`src/hdl/rrpe_pkg.sv`:
```
// Shared types, constants and small helper functions for the retro pixel effects block.
// No dependencies; the other files that use it refer to this package by scoped names.
package rrpe_pkg;

  localparam int unsigned CFG_IDX_W  = 3;
  localparam int unsigned CFG_DATA_W = 7;

  typedef enum logic [CFG_IDX_W-1:0] {
    REG_TINT_COLOR        = 3'd0,
    REG_TINT_PERCENT      = 3'd1,
    REG_DOT_MATRIX_ENABLE = 3'd2,
    REG_DOT_GRID_SIZE     = 3'd3,
    REG_SCANLINE_ENABLE   = 3'd4,
    REG_SCANLINE_PERCENT  = 3'd5,
    REG_PANEL_ROTATED     = 3'd6
  } reg_idx_e;

  typedef enum logic [2:0] {
    TINT_NONE    = 3'd0,
    TINT_GREEN   = 3'd1,
    TINT_AMBER   = 3'd2,
    TINT_BLUE    = 3'd3,
    TINT_MAGENTA = 3'd4
  } tint_color_e;

  typedef struct packed {
    logic [4:0] r;
    logic [5:0] g;
    logic [4:0] b;
  } rgb_t;

  // Decoded configuration as seen by the datapath.
  typedef struct packed {
    logic       tint_on;
    logic [8:0] tint_k;
    logic [8:0] tint_ki;
    rgb_t       accent;
    logic       dot_on;
    logic [5:0] grid;
    logic       scan_on;
    logic [8:0] scan_ki;
    logic       rotated;
  } cfg_t;

  // Per-pixel position decisions that travel beside the color data.
  typedef struct packed {
    logic off_dot;
    logic scan_hit;
  } pos_flags_t;

  localparam logic [12:0] LUMA_R_W = 13'd76;
  localparam logic [12:0] LUMA_G_W = 13'd150;
  localparam logic [12:0] LUMA_B_W = 13'd29;
  localparam logic [8:0]  Q8_ONE   = 9'd256;
  localparam logic [6:0]  PCT_MAX  = 7'd100;
  // 5243 / 2^19 approximates 1/100 closely enough that p*256/100 is exact for p <= 100.
  localparam logic [19:0] PCT_RECIP = 20'd5243;

  localparam rgb_t ACCENT_BLACK   = '{r: 5'd0,  g: 6'd0,  b: 5'd0};
  localparam rgb_t ACCENT_GREEN   = '{r: 5'd6,  g: 6'd63, b: 5'd12};
  localparam rgb_t ACCENT_AMBER   = '{r: 5'd31, g: 6'd44, b: 5'd4};
  localparam rgb_t ACCENT_BLUE    = '{r: 5'd6,  g: 6'd32, b: 5'd31};
  localparam rgb_t ACCENT_MAGENTA = '{r: 5'd31, g: 6'd16, b: 5'd28};

  // Percent (clamped to 100) to Q8 strength.
  function automatic logic [8:0] q8_of_pct(logic [6:0] pct);
    logic [6:0]  pc;
    logic [19:0] prod;
    pc   = (pct > PCT_MAX) ? PCT_MAX : pct;
    prod = 20'(pc) * PCT_RECIP;
    return prod[19:11];
  endfunction

  function automatic rgb_t accent_of(logic [2:0] color);
    rgb_t ac;
    unique case (tint_color_e'(color))
      TINT_GREEN:   ac = ACCENT_GREEN;
      TINT_AMBER:   ac = ACCENT_AMBER;
      TINT_BLUE:    ac = ACCENT_BLUE;
      TINT_MAGENTA: ac = ACCENT_MAGENTA;
      default:      ac = ACCENT_BLACK;
    endcase
    return ac;
  endfunction

  // Floor division by 255, exact for the small products used here.
  function automatic logic [2:0] div255(logic [10:0] v);
    logic [10:0] t;
    t = v + 11'(v[10:8]) + 11'd1;
    return t[10:8];
  endfunction

endpackage

```
`src/hdl/rrpe_ifs.sv`:
```
// Valid/ready channel interfaces for pixel input, pixel output and configuration writes.
// Depends on rrpe_pkg for the configuration field widths.
interface rrpe_pix_in_if;
  logic        valid;
  logic        ready;
  logic [15:0] pixel_in;
  logic [7:0]  native_x;
  logic [8:0]  native_y;

  modport source (output valid, output pixel_in, output native_x, output native_y,
                  input ready);
  modport sink   (input valid, input pixel_in, input native_x, input native_y,
                  output ready);
endinterface

interface rrpe_pix_out_if;
  logic        valid;
  logic        ready;
  logic [15:0] pixel_out;

  modport source (output valid, output pixel_out, input ready);
  modport sink   (input valid, input pixel_out, output ready);
endinterface

interface rrpe_cfg_if;
  logic                             valid;
  logic                             ready;
  logic [rrpe_pkg::CFG_IDX_W-1:0]   index;
  logic [rrpe_pkg::CFG_DATA_W-1:0]  data;

  modport source (output valid, output index, output data, input ready);
  modport sink   (input valid, input index, input data, output ready);
endinterface

```
`src/hdl/rrpe_cfg_regs.sv`:
```
// Configuration register file and its decode into the datapath control struct.
// Depends on rrpe_pkg (register indexes, cfg_t, percent conversion, accent table).
module rrpe_cfg_regs (
  input  logic                            clk_i,
  input  logic                            rst_ni,
  input  logic                            wr_valid_i,
  input  logic [rrpe_pkg::CFG_IDX_W-1:0]  wr_index_i,
  input  logic [rrpe_pkg::CFG_DATA_W-1:0] wr_data_i,
  output logic                            wr_ready_o,
  output rrpe_pkg::cfg_t                  cfg_o
);

  logic [2:0] tint_color_q;
  logic [6:0] tint_pct_q;
  logic [8:0] tint_k_q;
  logic       dot_en_q;
  logic [5:0] grid_q;
  logic       scan_en_q;
  logic [6:0] scan_pct_q;
  logic [8:0] scan_k_q;
  logic       rotated_q;

  assign wr_ready_o = 1'b1;

  // The Q8 strengths are converted once per write so the pixel path sees a ready value.
  always_ff @(posedge clk_i or negedge rst_ni) begin
    if (!rst_ni) begin
      tint_color_q <= 3'd0;
      tint_pct_q   <= 7'd0;
      tint_k_q     <= 9'd0;
      dot_en_q     <= 1'b0;
      grid_q       <= 6'd2;
      scan_en_q    <= 1'b0;
      scan_pct_q   <= 7'd0;
      scan_k_q     <= 9'd0;
      rotated_q    <= 1'b1;
    end else if (wr_valid_i) begin
      unique case (rrpe_pkg::reg_idx_e'(wr_index_i))
        rrpe_pkg::REG_TINT_COLOR:        tint_color_q <= wr_data_i[2:0];
        rrpe_pkg::REG_TINT_PERCENT: begin
          tint_pct_q <= wr_data_i;
          tint_k_q   <= rrpe_pkg::q8_of_pct(wr_data_i);
        end
        rrpe_pkg::REG_DOT_MATRIX_ENABLE: dot_en_q     <= wr_data_i[0];
        rrpe_pkg::REG_DOT_GRID_SIZE:     grid_q       <= wr_data_i[5:0];
        rrpe_pkg::REG_SCANLINE_ENABLE:   scan_en_q    <= wr_data_i[0];
        rrpe_pkg::REG_SCANLINE_PERCENT: begin
          scan_pct_q <= wr_data_i;
          scan_k_q   <= rrpe_pkg::q8_of_pct(wr_data_i);
        end
        rrpe_pkg::REG_PANEL_ROTATED:     rotated_q    <= wr_data_i[0];
        default: ;
      endcase
    end
  end

  always_comb begin
    cfg_o.tint_on = (tint_color_q != 3'd0) && (tint_pct_q != 7'd0);
    cfg_o.tint_k  = tint_k_q;
    cfg_o.tint_ki = rrpe_pkg::Q8_ONE - tint_k_q;
    cfg_o.accent  = rrpe_pkg::accent_of(tint_color_q);
    cfg_o.dot_on  = dot_en_q;
    // A grid size of zero behaves as one.
    cfg_o.grid    = (grid_q == 6'd0) ? 6'd1 : grid_q;
    cfg_o.scan_on = scan_en_q && (scan_pct_q != 7'd0);
    cfg_o.scan_ki = rrpe_pkg::Q8_ONE - scan_k_q;
    cfg_o.rotated = rotated_q;
  end

endmodule

```
`src/hdl/rrpe_pos_flags.sv`:
```
// Position path: logical coordinate mapping, pipelined grid remainder test and scanline parity.
// Depends on rrpe_pkg (cfg_t, pos_flags_t); spans pipeline stages one to four.
module rrpe_pos_flags #(
  parameter int unsigned PANEL_WIDTH  = 172,
  parameter int unsigned PANEL_HEIGHT = 320
) (
  input  logic                   clk_i,
  input  logic [3:0]             stage_en_i,
  input  logic [7:0]             native_x_i,
  input  logic [8:0]             native_y_i,
  input  rrpe_pkg::cfg_t         cfg_i,
  output rrpe_pkg::pos_flags_t   flags_o
);

  localparam int CW_A = ($clog2(PANEL_WIDTH) > 9) ? $clog2(PANEL_WIDTH) : 9;
  localparam int CW   = ($clog2(PANEL_HEIGHT) > CW_A) ? $clog2(PANEL_HEIGHT) : CW_A;
  localparam int H1   = CW / 2;
  localparam logic signed [CW:0] PW_M1 = (CW+1)'(PANEL_WIDTH - 1);
  localparam logic signed [CW:0] PH_M1 = (CW+1)'(PANEL_HEIGHT - 1);

  // One restoring step of the remainder by the grid pitch.
  function automatic logic [5:0] rem_step(logic [5:0] rem, logic bit_in, logic [5:0] grid);
    logic [6:0] t;
    t = {rem, bit_in};
    if (t >= {1'b0, grid}) begin
      t = t - {1'b0, grid};
    end
    return t[5:0];
  endfunction

  logic signed [CW:0] xs, ys, lx, ly;
  logic [CW-1:0]      mag_x, mag_y;
  logic [5:0]         rem_x1, rem_y1, rem_x2, rem_y2;
  logic               scan_hit1;

  logic [CW-1:0]        mag_x_q, mag_y_q;
  logic [5:0]           rem_x_q, rem_y_q;
  logic                 scan_hit_q;
  rrpe_pkg::pos_flags_t flags2_q, flags3_q, flags4_q;

  // Stage 1: map to logical space, take magnitudes, run the upper remainder steps.
  always_comb begin
    xs = $signed({{(CW+1-8){1'b0}}, native_x_i});
    ys = $signed({{(CW+1-9){1'b0}}, native_y_i});
    ly = cfg_i.rotated ? (PW_M1 - xs) : xs;
    lx = cfg_i.rotated ? ys : (PH_M1 - ys);
    mag_x = lx[CW] ? CW'(-lx) : lx[CW-1:0];
    mag_y = ly[CW] ? CW'(-ly) : ly[CW-1:0];
    rem_x1 = 6'd0;
    rem_y1 = 6'd0;
    for (int i = CW - 1; i >= CW - H1; i--) begin
      rem_x1 = rem_step(rem_x1, mag_x[i], cfg_i.grid);
      rem_y1 = rem_step(rem_y1, mag_y[i], cfg_i.grid);
    end
    scan_hit1 = cfg_i.scan_on && (native_x_i[0] == cfg_i.rotated);
  end

  always_ff @(posedge clk_i) begin
    if (stage_en_i[0]) begin
      mag_x_q    <= mag_x;
      mag_y_q    <= mag_y;
      rem_x_q    <= rem_x1;
      rem_y_q    <= rem_y1;
      scan_hit_q <= scan_hit1;
    end
  end

  // Stage 2: lower remainder steps and the on-dot decision.
  always_comb begin
    rem_x2 = rem_x_q;
    rem_y2 = rem_y_q;
    for (int i = CW - H1 - 1; i >= 0; i--) begin
      rem_x2 = rem_step(rem_x2, mag_x_q[i], cfg_i.grid);
      rem_y2 = rem_step(rem_y2, mag_y_q[i], cfg_i.grid);
    end
  end

  always_ff @(posedge clk_i) begin
    if (stage_en_i[1]) begin
      flags2_q.off_dot  <= cfg_i.dot_on && !((rem_x2 == 6'd0) && (rem_y2 == 6'd0));
      flags2_q.scan_hit <= scan_hit_q;
    end
    if (stage_en_i[2]) begin
      flags3_q <= flags2_q;
    end
    if (stage_en_i[3]) begin
      flags4_q <= flags3_q;
    end
  end

  assign flags_o = flags4_q;

endmodule

```
`src/hdl/rrpe_tint.sv`:
```
// Color path for stages one to four: unswap, luma, gray level, accent mix and final tint blend.
// Depends on rrpe_pkg (rgb_t, cfg_t, luma weights, div255).
module rrpe_tint (
  input  logic            clk_i,
  input  logic [3:0]      stage_en_i,
  input  logic [15:0]     pixel_in_i,
  input  rrpe_pkg::cfg_t  cfg_i,
  output rrpe_pkg::rgb_t  rgb_o
);

  rrpe_pkg::rgb_t rgb_in;
  logic [12:0]    luma_sum;

  rrpe_pkg::rgb_t rgb1_q, rgb2_q, rgb3_q, rgb4_q;
  logic [4:0]     luma1_q;

  logic [2:0]     lr_full, lg_full;
  logic [13:0]    ke_prod;
  logic [1:0]     lr2_q;
  logic [2:0]     lg2_q;
  logic [4:0]     ke2_q;

  logic [8:0]     kei;
  logic [12:0]    mr_sum, mb_sum;
  logic [13:0]    mg_sum;
  rrpe_pkg::rgb_t mix3_q;

  logic [13:0]    tr_sum, tb_sum;
  logic [14:0]    tg_sum;
  rrpe_pkg::rgb_t tinted;

  // Stage 1: byte swap back to RGB565 and the weighted luma.
  always_comb begin
    rgb_in   = rrpe_pkg::rgb_t'({pixel_in_i[7:0], pixel_in_i[15:8]});
    luma_sum = 13'(rgb_in.r) * rrpe_pkg::LUMA_R_W
             + 13'(rgb_in.g[5:1]) * rrpe_pkg::LUMA_G_W
             + 13'(rgb_in.b) * rrpe_pkg::LUMA_B_W;
  end

  always_ff @(posedge clk_i) begin
    if (stage_en_i[0]) begin
      rgb1_q  <= rgb_in;
      luma1_q <= luma_sum[12:8];
    end
  end

  // Stage 2: gray levels and the luma-scaled accent strength.
  always_comb begin
    lr_full = rrpe_pkg::div255(11'(luma1_q) * 11'd31);
    lg_full = rrpe_pkg::div255(11'(luma1_q) * 11'd63);
    ke_prod = 14'(cfg_i.tint_k) * 14'(luma1_q);
  end

  always_ff @(posedge clk_i) begin
    if (stage_en_i[1]) begin
      rgb2_q <= rgb1_q;
      lr2_q  <= lr_full[1:0];
      lg2_q  <= lg_full;
      ke2_q  <= ke_prod[12:8];
    end
  end

  // Stage 3: blend gray toward the accent color.
  always_comb begin
    kei    = rrpe_pkg::Q8_ONE - 9'(ke2_q);
    mr_sum = 13'(lr2_q) * 13'(kei) + 13'(cfg_i.accent.r) * 13'(ke2_q);
    mg_sum = 14'(lg2_q) * 14'(kei) + 14'(cfg_i.accent.g) * 14'(ke2_q);
    mb_sum = 13'(lr2_q) * 13'(kei) + 13'(cfg_i.accent.b) * 13'(ke2_q);
  end

  always_ff @(posedge clk_i) begin
    if (stage_en_i[2]) begin
      rgb3_q   <= rgb2_q;
      mix3_q.r <= mr_sum[12:8];
      mix3_q.g <= mg_sum[13:8];
      mix3_q.b <= mb_sum[12:8];
    end
  end

  // Stage 4: mix the accent blend back with the original and saturate.
  always_comb begin
    tr_sum = 14'(rgb3_q.r) * 14'(cfg_i.tint_ki) + 14'(mix3_q.r) * 14'(cfg_i.tint_k);
    tg_sum = 15'(rgb3_q.g) * 15'(cfg_i.tint_ki) + 15'(mix3_q.g) * 15'(cfg_i.tint_k);
    tb_sum = 14'(rgb3_q.b) * 14'(cfg_i.tint_ki) + 14'(mix3_q.b) * 14'(cfg_i.tint_k);
    tinted.r = (tr_sum[13:8] > 6'd31) ? 5'd31 : tr_sum[12:8];
    tinted.g = (tg_sum[14:8] > 7'd63) ? 6'd63 : tg_sum[13:8];
    tinted.b = (tb_sum[13:8] > 6'd31) ? 5'd31 : tb_sum[12:8];
  end

  always_ff @(posedge clk_i) begin
    if (stage_en_i[3]) begin
      rgb4_q <= cfg_i.tint_on ? tinted : rgb3_q;
    end
  end

  assign rgb_o = rgb4_q;

endmodule

```
`src/hdl/rgb565_retro_pixel_effects_top.sv`:
```
// Top level of the retro pixel effects pipeline: stage control, dimming stage and output.
// Depends on rrpe_pkg, the channel interfaces, rrpe_cfg_regs, rrpe_tint and rrpe_pos_flags.
//
//  Channel   Dir  Payload                              Handshake
//  px_in_i   in   pixel_in[15:0] native_x[7:0] native_y[8:0]  valid/ready
//  px_out_o  out  pixel_out[15:0]                      valid/ready
//  cfg_i     in   index[2:0] data[6:0]                 valid/ready (ready always high)
//
// Five register stages; a result is offered from the last stage until the output takes it.
// Throughput is one pixel per cycle while the output is ready, bounded by the
// single-entry stages of the pipeline.
// Reset clears the stage valid bits and restores the register defaults; no clearing pass.
// Each stage holds while the one ahead is full and stalled, so a stall backs up stage by
// stage and bubbles are squeezed out before the input is held off.
module rgb565_retro_pixel_effects_top #(
  parameter int unsigned PANEL_WIDTH  = 172,
  parameter int unsigned PANEL_HEIGHT = 320
) (
  input  logic                  clk_i,
  input  logic                  rst_ni,
  rrpe_pix_in_if.sink           px_in_i,
  rrpe_pix_out_if.source        px_out_o,
  rrpe_cfg_if.sink              cfg_i
);

  localparam int unsigned NSTG = 5;

  rrpe_pkg::cfg_t       cfg;
  rrpe_pkg::rgb_t       rgb4;
  rrpe_pkg::pos_flags_t flags4;

  logic [NSTG:1]   v_q;
  logic [NSTG+1:1] en;

  logic [6:0]     dr;
  logic [7:0]     dg;
  logic [6:0]     db;
  rrpe_pkg::rgb_t dim;
  logic [13:0]    sr, sb;
  logic [14:0]    sg;
  rrpe_pkg::rgb_t res;
  rrpe_pkg::rgb_t out_q;

  always_comb begin
    en[NSTG+1] = px_out_o.ready;
    for (int i = NSTG; i >= 1; i--) begin
      en[i] = !v_q[i] || en[i+1];
    end
  end

  always_ff @(posedge clk_i or negedge rst_ni) begin
    if (!rst_ni) begin
      v_q <= '0;
    end else begin
      if (en[1]) begin
        v_q[1] <= px_in_i.valid;
      end
      for (int i = 2; i <= NSTG; i++) begin
        if (en[i]) begin
          v_q[i] <= v_q[i-1];
        end
      end
    end
  end

  assign px_in_i.ready = en[1];

  rrpe_cfg_regs u_cfg (
    .clk_i      (clk_i),
    .rst_ni     (rst_ni),
    .wr_valid_i (cfg_i.valid),
    .wr_index_i (cfg_i.index),
    .wr_data_i  (cfg_i.data),
    .wr_ready_o (cfg_i.ready),
    .cfg_o      (cfg)
  );

  rrpe_tint u_tint (
    .clk_i      (clk_i),
    .stage_en_i (en[4:1]),
    .pixel_in_i (px_in_i.pixel_in),
    .cfg_i      (cfg),
    .rgb_o      (rgb4)
  );

  rrpe_pos_flags #(
    .PANEL_WIDTH  (PANEL_WIDTH),
    .PANEL_HEIGHT (PANEL_HEIGHT)
  ) u_pos (
    .clk_i      (clk_i),
    .stage_en_i (en[4:1]),
    .native_x_i (px_in_i.native_x),
    .native_y_i (px_in_i.native_y),
    .cfg_i      (cfg),
    .flags_o    (flags4)
  );

  // Stage 5: off-dot dimming to 3/8, then the scanline scale.
  always_comb begin
    dr = 7'(rgb4.r) * 7'd3;
    dg = 8'(rgb4.g) * 8'd3;
    db = 7'(rgb4.b) * 7'd3;
    dim = rgb4;
    if (flags4.off_dot) begin
      dim.r = 5'(dr[6:3]);
      dim.g = 6'(dg[7:3]);
      dim.b = 5'(db[6:3]);
    end
    sr = 14'(dim.r) * 14'(cfg.scan_ki);
    sg = 15'(dim.g) * 15'(cfg.scan_ki);
    sb = 14'(dim.b) * 14'(cfg.scan_ki);
    res = dim;
    if (flags4.scan_hit) begin
      res.r = sr[12:8];
      res.g = sg[13:8];
      res.b = sb[12:8];
    end
  end

  always_ff @(posedge clk_i) begin
    if (en[NSTG]) begin
      out_q <= res;
    end
  end

  assign px_out_o.valid     = v_q[NSTG];
  assign px_out_o.pixel_out = {out_q[7:0], out_q[15:8]};

endmodule

```
`src/flat_wrapper.sv`:
```
// flat-port wrapper written by rule: the top's interface ports become plain ports
module rgb565_retro_pixel_effects_top_flat 
#(
  parameter int unsigned PANEL_WIDTH  = 172,
  parameter int unsigned PANEL_HEIGHT = 320
)
  (clk_i, rst_ni, px_in_i_valid, px_in_i_pixel_in, px_in_i_native_x, px_in_i_native_y, px_in_i_ready, px_out_o_valid, px_out_o_pixel_out, px_out_o_ready, cfg_i_valid, cfg_i_index, cfg_i_data, cfg_i_ready);
  rrpe_pix_in_if px_in_i_i ();
  rrpe_pix_out_if px_out_o_i ();
  rrpe_cfg_if cfg_i_i ();
  input  logic clk_i;
  input  logic rst_ni;
  input wire logic [$bits(px_in_i_i.valid)-1:0] px_in_i_valid;
  input wire logic [$bits(px_in_i_i.pixel_in)-1:0] px_in_i_pixel_in;
  input wire logic [$bits(px_in_i_i.native_x)-1:0] px_in_i_native_x;
  input wire logic [$bits(px_in_i_i.native_y)-1:0] px_in_i_native_y;
  output wire logic [$bits(px_in_i_i.ready)-1:0] px_in_i_ready;
  output wire logic [$bits(px_out_o_i.valid)-1:0] px_out_o_valid;
  output wire logic [$bits(px_out_o_i.pixel_out)-1:0] px_out_o_pixel_out;
  input wire logic [$bits(px_out_o_i.ready)-1:0] px_out_o_ready;
  input wire logic [$bits(cfg_i_i.valid)-1:0] cfg_i_valid;
  input wire logic [$bits(cfg_i_i.index)-1:0] cfg_i_index;
  input wire logic [$bits(cfg_i_i.data)-1:0] cfg_i_data;
  output wire logic [$bits(cfg_i_i.ready)-1:0] cfg_i_ready;
  assign px_in_i_i.valid = px_in_i_valid;
  assign px_in_i_i.pixel_in = px_in_i_pixel_in;
  assign px_in_i_i.native_x = px_in_i_native_x;
  assign px_in_i_i.native_y = px_in_i_native_y;
  assign px_in_i_ready = px_in_i_i.ready;
  assign px_out_o_valid = px_out_o_i.valid;
  assign px_out_o_pixel_out = px_out_o_i.pixel_out;
  assign px_out_o_i.ready = px_out_o_ready;
  assign cfg_i_i.valid = cfg_i_valid;
  assign cfg_i_i.index = cfg_i_index;
  assign cfg_i_i.data = cfg_i_data;
  assign cfg_i_ready = cfg_i_i.ready;
  rgb565_retro_pixel_effects_top #(.PANEL_WIDTH(PANEL_WIDTH), .PANEL_HEIGHT(PANEL_HEIGHT)) u_core (.clk_i(clk_i), .rst_ni(rst_ni), .px_in_i(px_in_i_i), .px_out_o(px_out_o_i), .cfg_i(cfg_i_i));
endmodule
```
`config.mk`:
```
export PLATFORM = sky130hd
export DESIGN_NAME = rgb565_retro_pixel_effects_top_flat
export DESIGN_NICKNAME = d
export VERILOG_FILES = /design/src/hdl/rrpe_pkg.sv /design/src/hdl/rrpe_ifs.sv /design/src/hdl/rrpe_cfg_regs.sv /design/src/hdl/rrpe_pos_flags.sv /design/src/hdl/rrpe_tint.sv /design/src/hdl/rgb565_retro_pixel_effects_top.sv /design/src/flat_wrapper.sv
export SDC_FILE = /design/constraint.sdc
export NUM_CORES = 2
export LEC_CHECK = 0
export ABC_AREA = 1
export BUFFER_PORTS_ARGS = -buffer_cell sky130_fd_sc_hd__buf_4
export CAP_MARGIN = 15
export CORE_UTILIZATION = 55
export DETAILED_ROUTE_END_ITERATION = 10
export GPL_ROUTABILITY_DRIVEN = 0
export HOLD_SLACK_MARGIN = 0.06
export PLACE_DENSITY = 0.74
export SLEW_MARGIN = 15
export SYNTH_ARGS = -nofsm -noshare
export SYNTH_HDL_FRONTEND = slang
export SYNTH_HIERARCHICAL = 1
export SYNTH_SLANG_ARGS = --single-unit
```
`constraint.sdc`:
```
create_clock -name clk_i -period 9 [get_ports clk_i]
set_input_delay 1.35 -clock clk_i [delete_from_list [all_inputs] [get_ports clk_i]]
set_output_delay 1.35 -clock clk_i [all_outputs]
set_load 0.01 [all_outputs]
```
==> impl_metrics.yaml <==
status:
  status: "complete, no violations"
yosys:
  synthesis.nets: 5838
  synthArstFlopShare: 0.263
  syn_inst: 4871
  synthesis.area_per_instance_um2: 7.54
  yosys_most_used_dff: "sky130_fd_sc_hd__edfxtp_1"
  synth.yosys.warnings: 6
  count_of_cell_types_in_the_netlist: 68
  mappedNetlistArea_mm2: 0.0367
  yosys_register_bits: 186
  synth_seq_area_share: 0.145
  number_of_flops_mapped_to_enable_cells_by_yosys: 137
sta:
  drv_slew: 0
  slew_headroom: 0.280
  period_minus_slack_ns: 8.33
  finalHoldViolCount: 0
  fin_tns_setup_ns: 0
  timing.fmax_mhz: 120
  hold_slack_ns: 0.420
  finalCritPeriodShare: 0.925
  setup_violations: 0
  clock_skew_ns: 0.0140
  tightestPinTransition_ns: 1.08
setup_path:
  worst_path_most_repeated_cell: "sky130_fd_sc_hd__nand2_1"
  cp_max_fo: 10
  cp_top_family: "simple AND/OR/NAND/NOR gates"
  worstPathBufferInverterCount: 6
  worst_setup_path_end_kind: "flop"
  timing.critical_path.required_ns: 9.24
  cp-startpoint: "u_core/u_cfg/grid_q[2]"
  critical_path.max_stage_delay_ns: 0.54
  r2r-start: "u_core/u_cfg/grid_q[2]"
  cpMaxStageDelayCell: "sky130_fd_sc_hd__or4_4"
  worst-endpoint-arrival_ns: 8.57
  worst_setup_path_start_kind: "flop"
  crit_path_kind: "reg -> reg"
detailed_routing:
  drt_first_iter_violations: 1946
  final_ant_viol_nets: 0
  vias_per_cell: 5.24
  avgRoutedWirePerCell_um: 15.1
  drcViolationCount: 0
  routed_wl_um: 86500
  num_vias: 30100
  detailedRoute.firstPassIterationCount: 6
cts:
  clkTransAtPathRegs_ns: 0.08
  cts_made_buffers: 17
  holdBufCountCts: 0
  clk_latency_ns: 0.50
  cts.sink_count: 186
  htree_num_levels: 4
  clock-root-buffer: "sky130_fd_sc_hd__clkbuf_16"
  max-clock-path-buffers: 2
  cts_tree: "yes"
floorplanning:
  die_extent_in_x_um: 260
  placeableCoreArea_mm2: 0.0659
  die_h_um: 260
  die-area_mm2: 0.0678
  row_count: 94
  initial_standard_cell_utilization_of_the_core: 0.558
  ios: 67
final_layout:
  multi_input_area_mm2: 0.0266
  final-seq-area_mm2: 0.00534
  n_fill_cell: 5979
  areaGrowthSynthToFinish_pct: 5.33
  layout-drive-gt1-share: 0.0593
  fin_nets: 5830
  final_standard_cell_count_with_taps_included_and_fillers_excluded: 5740
  diode_count: 0
global_routing:
  grt_antenna_before_repair: 0
  groute.usage.overall: 0.267
  wire_length_of_the_first_global_routing_pass_um: 146000
  grt_max_degree: 50
  via_count_of_the_first_global_routing_pass: 30000
  grt_overflow_total: 0
placed_design:
  place.detailed.instances: 5702
  io_buffers: 65
  hpwlAfterDp_um: 70200
hold_path:
  holdCritPathClass: "reg -> reg"
  worstHoldStart: "u_core/u_tint/rgb1_q[5]"
job:
  max_cap_viol_count: 0
-- metrics by stage --
stage                      util  worst slack (ns)  instance area (um^2)
after floorplan               -             0.175                 36700
after CTS                 0.585             0.283                 38600
after global routing      0.587           -0.0197                 38700
after detailed placement  0.576             0.299                 38000
final                     0.587             0.671                 38700
after global placement    0.576             0.526                 38000
-- sequential cells by signal, summed over array words and instances, names as in the netlist, 6 cells and up --
signal                     flops
u_core/u_tint/mix3_q          13
u_core/u_tint/rgb2_q          16
u_core/u_tint/rgb1_q          16
u_core/u_cfg/scan_pct_q        7
u_core/u_pos/rem_y_q           6
u_core/u_pos/rem_x_q           6
u_core/u_cfg/tint_pct_q        7
u_core/u_tint/rgb_o           16
u_core/u_tint/rgb3_q          16
u_core/u_cfg/tint_k_q          9
u_core/u_cfg/grid_q            6
u_core/u_cfg/scan_k_q          9
u_core/px_out_o.pixel_out     16
-- Yosys cell counts (all sizes together) (55+ instances only) --
| cell | n | area share |
|---|---|---|
| nor2 | 290 | 0.031 |
| nand3 | 206 | 0.032 |
| xnor2 | 55 | 0.013 |
| inv | 1155 | 0.12 |
| fa | 399 | 0.22 |
| a21oi | 186 | 0.027 |
| edfxtp | 137 | 0.11 |
| ha | 520 | 0.18 |
| clkbuf | 87 | 0.0089 |
| o21ai | 153 | 0.022 |
| xor2 | 98 | 0.023 |
| nand2 | 1258 | 0.13 |
-- cells in the final DEF, fill, tap and decap left out, types with 5 or more instances in the layout --
cell	Yosys	final
sky130_fd_sc_hd__nor3b_1	5	5
sky130_fd_sc_hd__a31oi_1	15	15
sky130_fd_sc_hd__nor2_1	277	276
sky130_fd_sc_hd__o21ai_1	27	26
sky130_fd_sc_hd__inv_2	14	14
sky130_fd_sc_hd__o21ai_0	110	108
sky130_fd_sc_hd__nand3_1	186	186
sky130_fd_sc_hd__o21bai_1	23	22
sky130_fd_sc_hd__nor3_1	31	31
sky130_fd_sc_hd__buf_4	15	101
sky130_fd_sc_hd__a21oi_1	173	167
sky130_fd_sc_hd__nor2_2	9	9
sky130_fd_sc_hd__a21o_1	14	14
sky130_fd_sc_hd__nand2_1	1224	1223
sky130_fd_sc_hd__inv_1	1139	1139
sky130_fd_sc_hd__nand3b_1	19	19
sky130_fd_sc_hd__fa_1	399	399
sky130_fd_sc_hd__edfxtp_1	137	137
sky130_fd_sc_hd__nand2_2	25	26
sky130_fd_sc_hd__o211ai_1	9	9
sky130_fd_sc_hd__or2_2	15	15
sky130_fd_sc_hd__nand2_4	7	7
sky130_fd_sc_hd__or2_1	8	8
sky130_fd_sc_hd__nor4_1	10	10
sky130_fd_sc_hd__o21ai_2	16	19
sky130_fd_sc_hd__xnor2_1	55	55
sky130_fd_sc_hd__dfrtp_1	47	47
sky130_fd_sc_hd__o21a_1	8	6
sky130_fd_sc_hd__nand3_4	7	7
sky130_fd_sc_hd__nand4_1	45	45
sky130_fd_sc_hd__xor2_1	98	95
sky130_fd_sc_hd__clkbuf_16	0	17
sky130_fd_sc_hd__nand3_2	13	13
sky130_fd_sc_hd__a21oi_2	11	15
sky130_fd_sc_hd__ha_1	520	517
-- routing by layer --
layer | up-vias | global-route usage | share of wire | wire length, um
li1 | 14900 | - | - | -
met1 | 14200 | 0.354 | 0.44 | 38100
met2 | 805 | 0.454 | 0.48 | 41300
met3 | 129 | 0.0301 | 0.054 | 4630
met4 | 0 | 0.0900 | 0.029 | 2540
met5 | - | 0 | 0 | 0
-- final timing paths --
kind / endpoint / slack (ns) / cells after the start
setup / recovery: u_core/u_pos/flags2_q[1] / 0.67 / 60
hold / removal: u_core/u_tint/rgb2_q[5] / 0.42 / 0
setup reg to reg: u_core/u_pos/flags2_q[1] / 0.67 / 60
hold reg to reg: u_core/u_tint/rgb2_q[5] / 0.42 / 0
max in group asynchronous: u_core/u_cfg/grid_q[3] / 7.60 / 1
min in group asynchronous: u_core/u_cfg/tint_color_q[0] / 0.91 / 1
-- what timing repair did --
action / 4_1_cts / 5_1_grt
gates resized for setup: 0 / 23
setup endpoints to repair: 0 / 1
setup buffers: 0 / 6
-- cells by family (layout without fill, tap and decap cells) --
logic type,count (synthesis),after routing,share of synthesized area
adder cells (fa/ha/maj),919,919,0.395
AND/OR/NAND/NOR,1895,1895,0.220
buffers and inverters,1286,1291,0.135
AO/OA/AOI/OAI,427,427,0.0676
multiplexers,3,3,0.000818
XOR/XNOR,153,153,0.0365
other,2,2,0.000204
flip-flops,186,186,0.145
-- worst register-to-register path, delay by kind of cell (launching register included) --
| kind | cells | cell delay [ns] |
|---|---|---|
| DFF | 1 | 0.42 |
| buffers and inverters | 6 | 0.57 |
| adders and majority gates | 5 | 1.45 |
| AOI/OAI and AO/OA | 12 | 2.09 |
| and+or+nand+nor | 37 | 3.51 |
-- cell type report --
type / count / area share
Multi-Input combinational cell: 3399 / 0.686
Sequential cell: 186 / 0.138
Inverter: 1158 / 0.113
Tap cell: 864 / 0.0279
Timing Repair Buffer: 101 / 0.0196
Clock buffer: 18 / 0.0111
Clock inverter: 14 / 0.00433
Power is not shown: default switching activity piles up to over one toggle a cycle in this logic, so the estimate is an artifact.
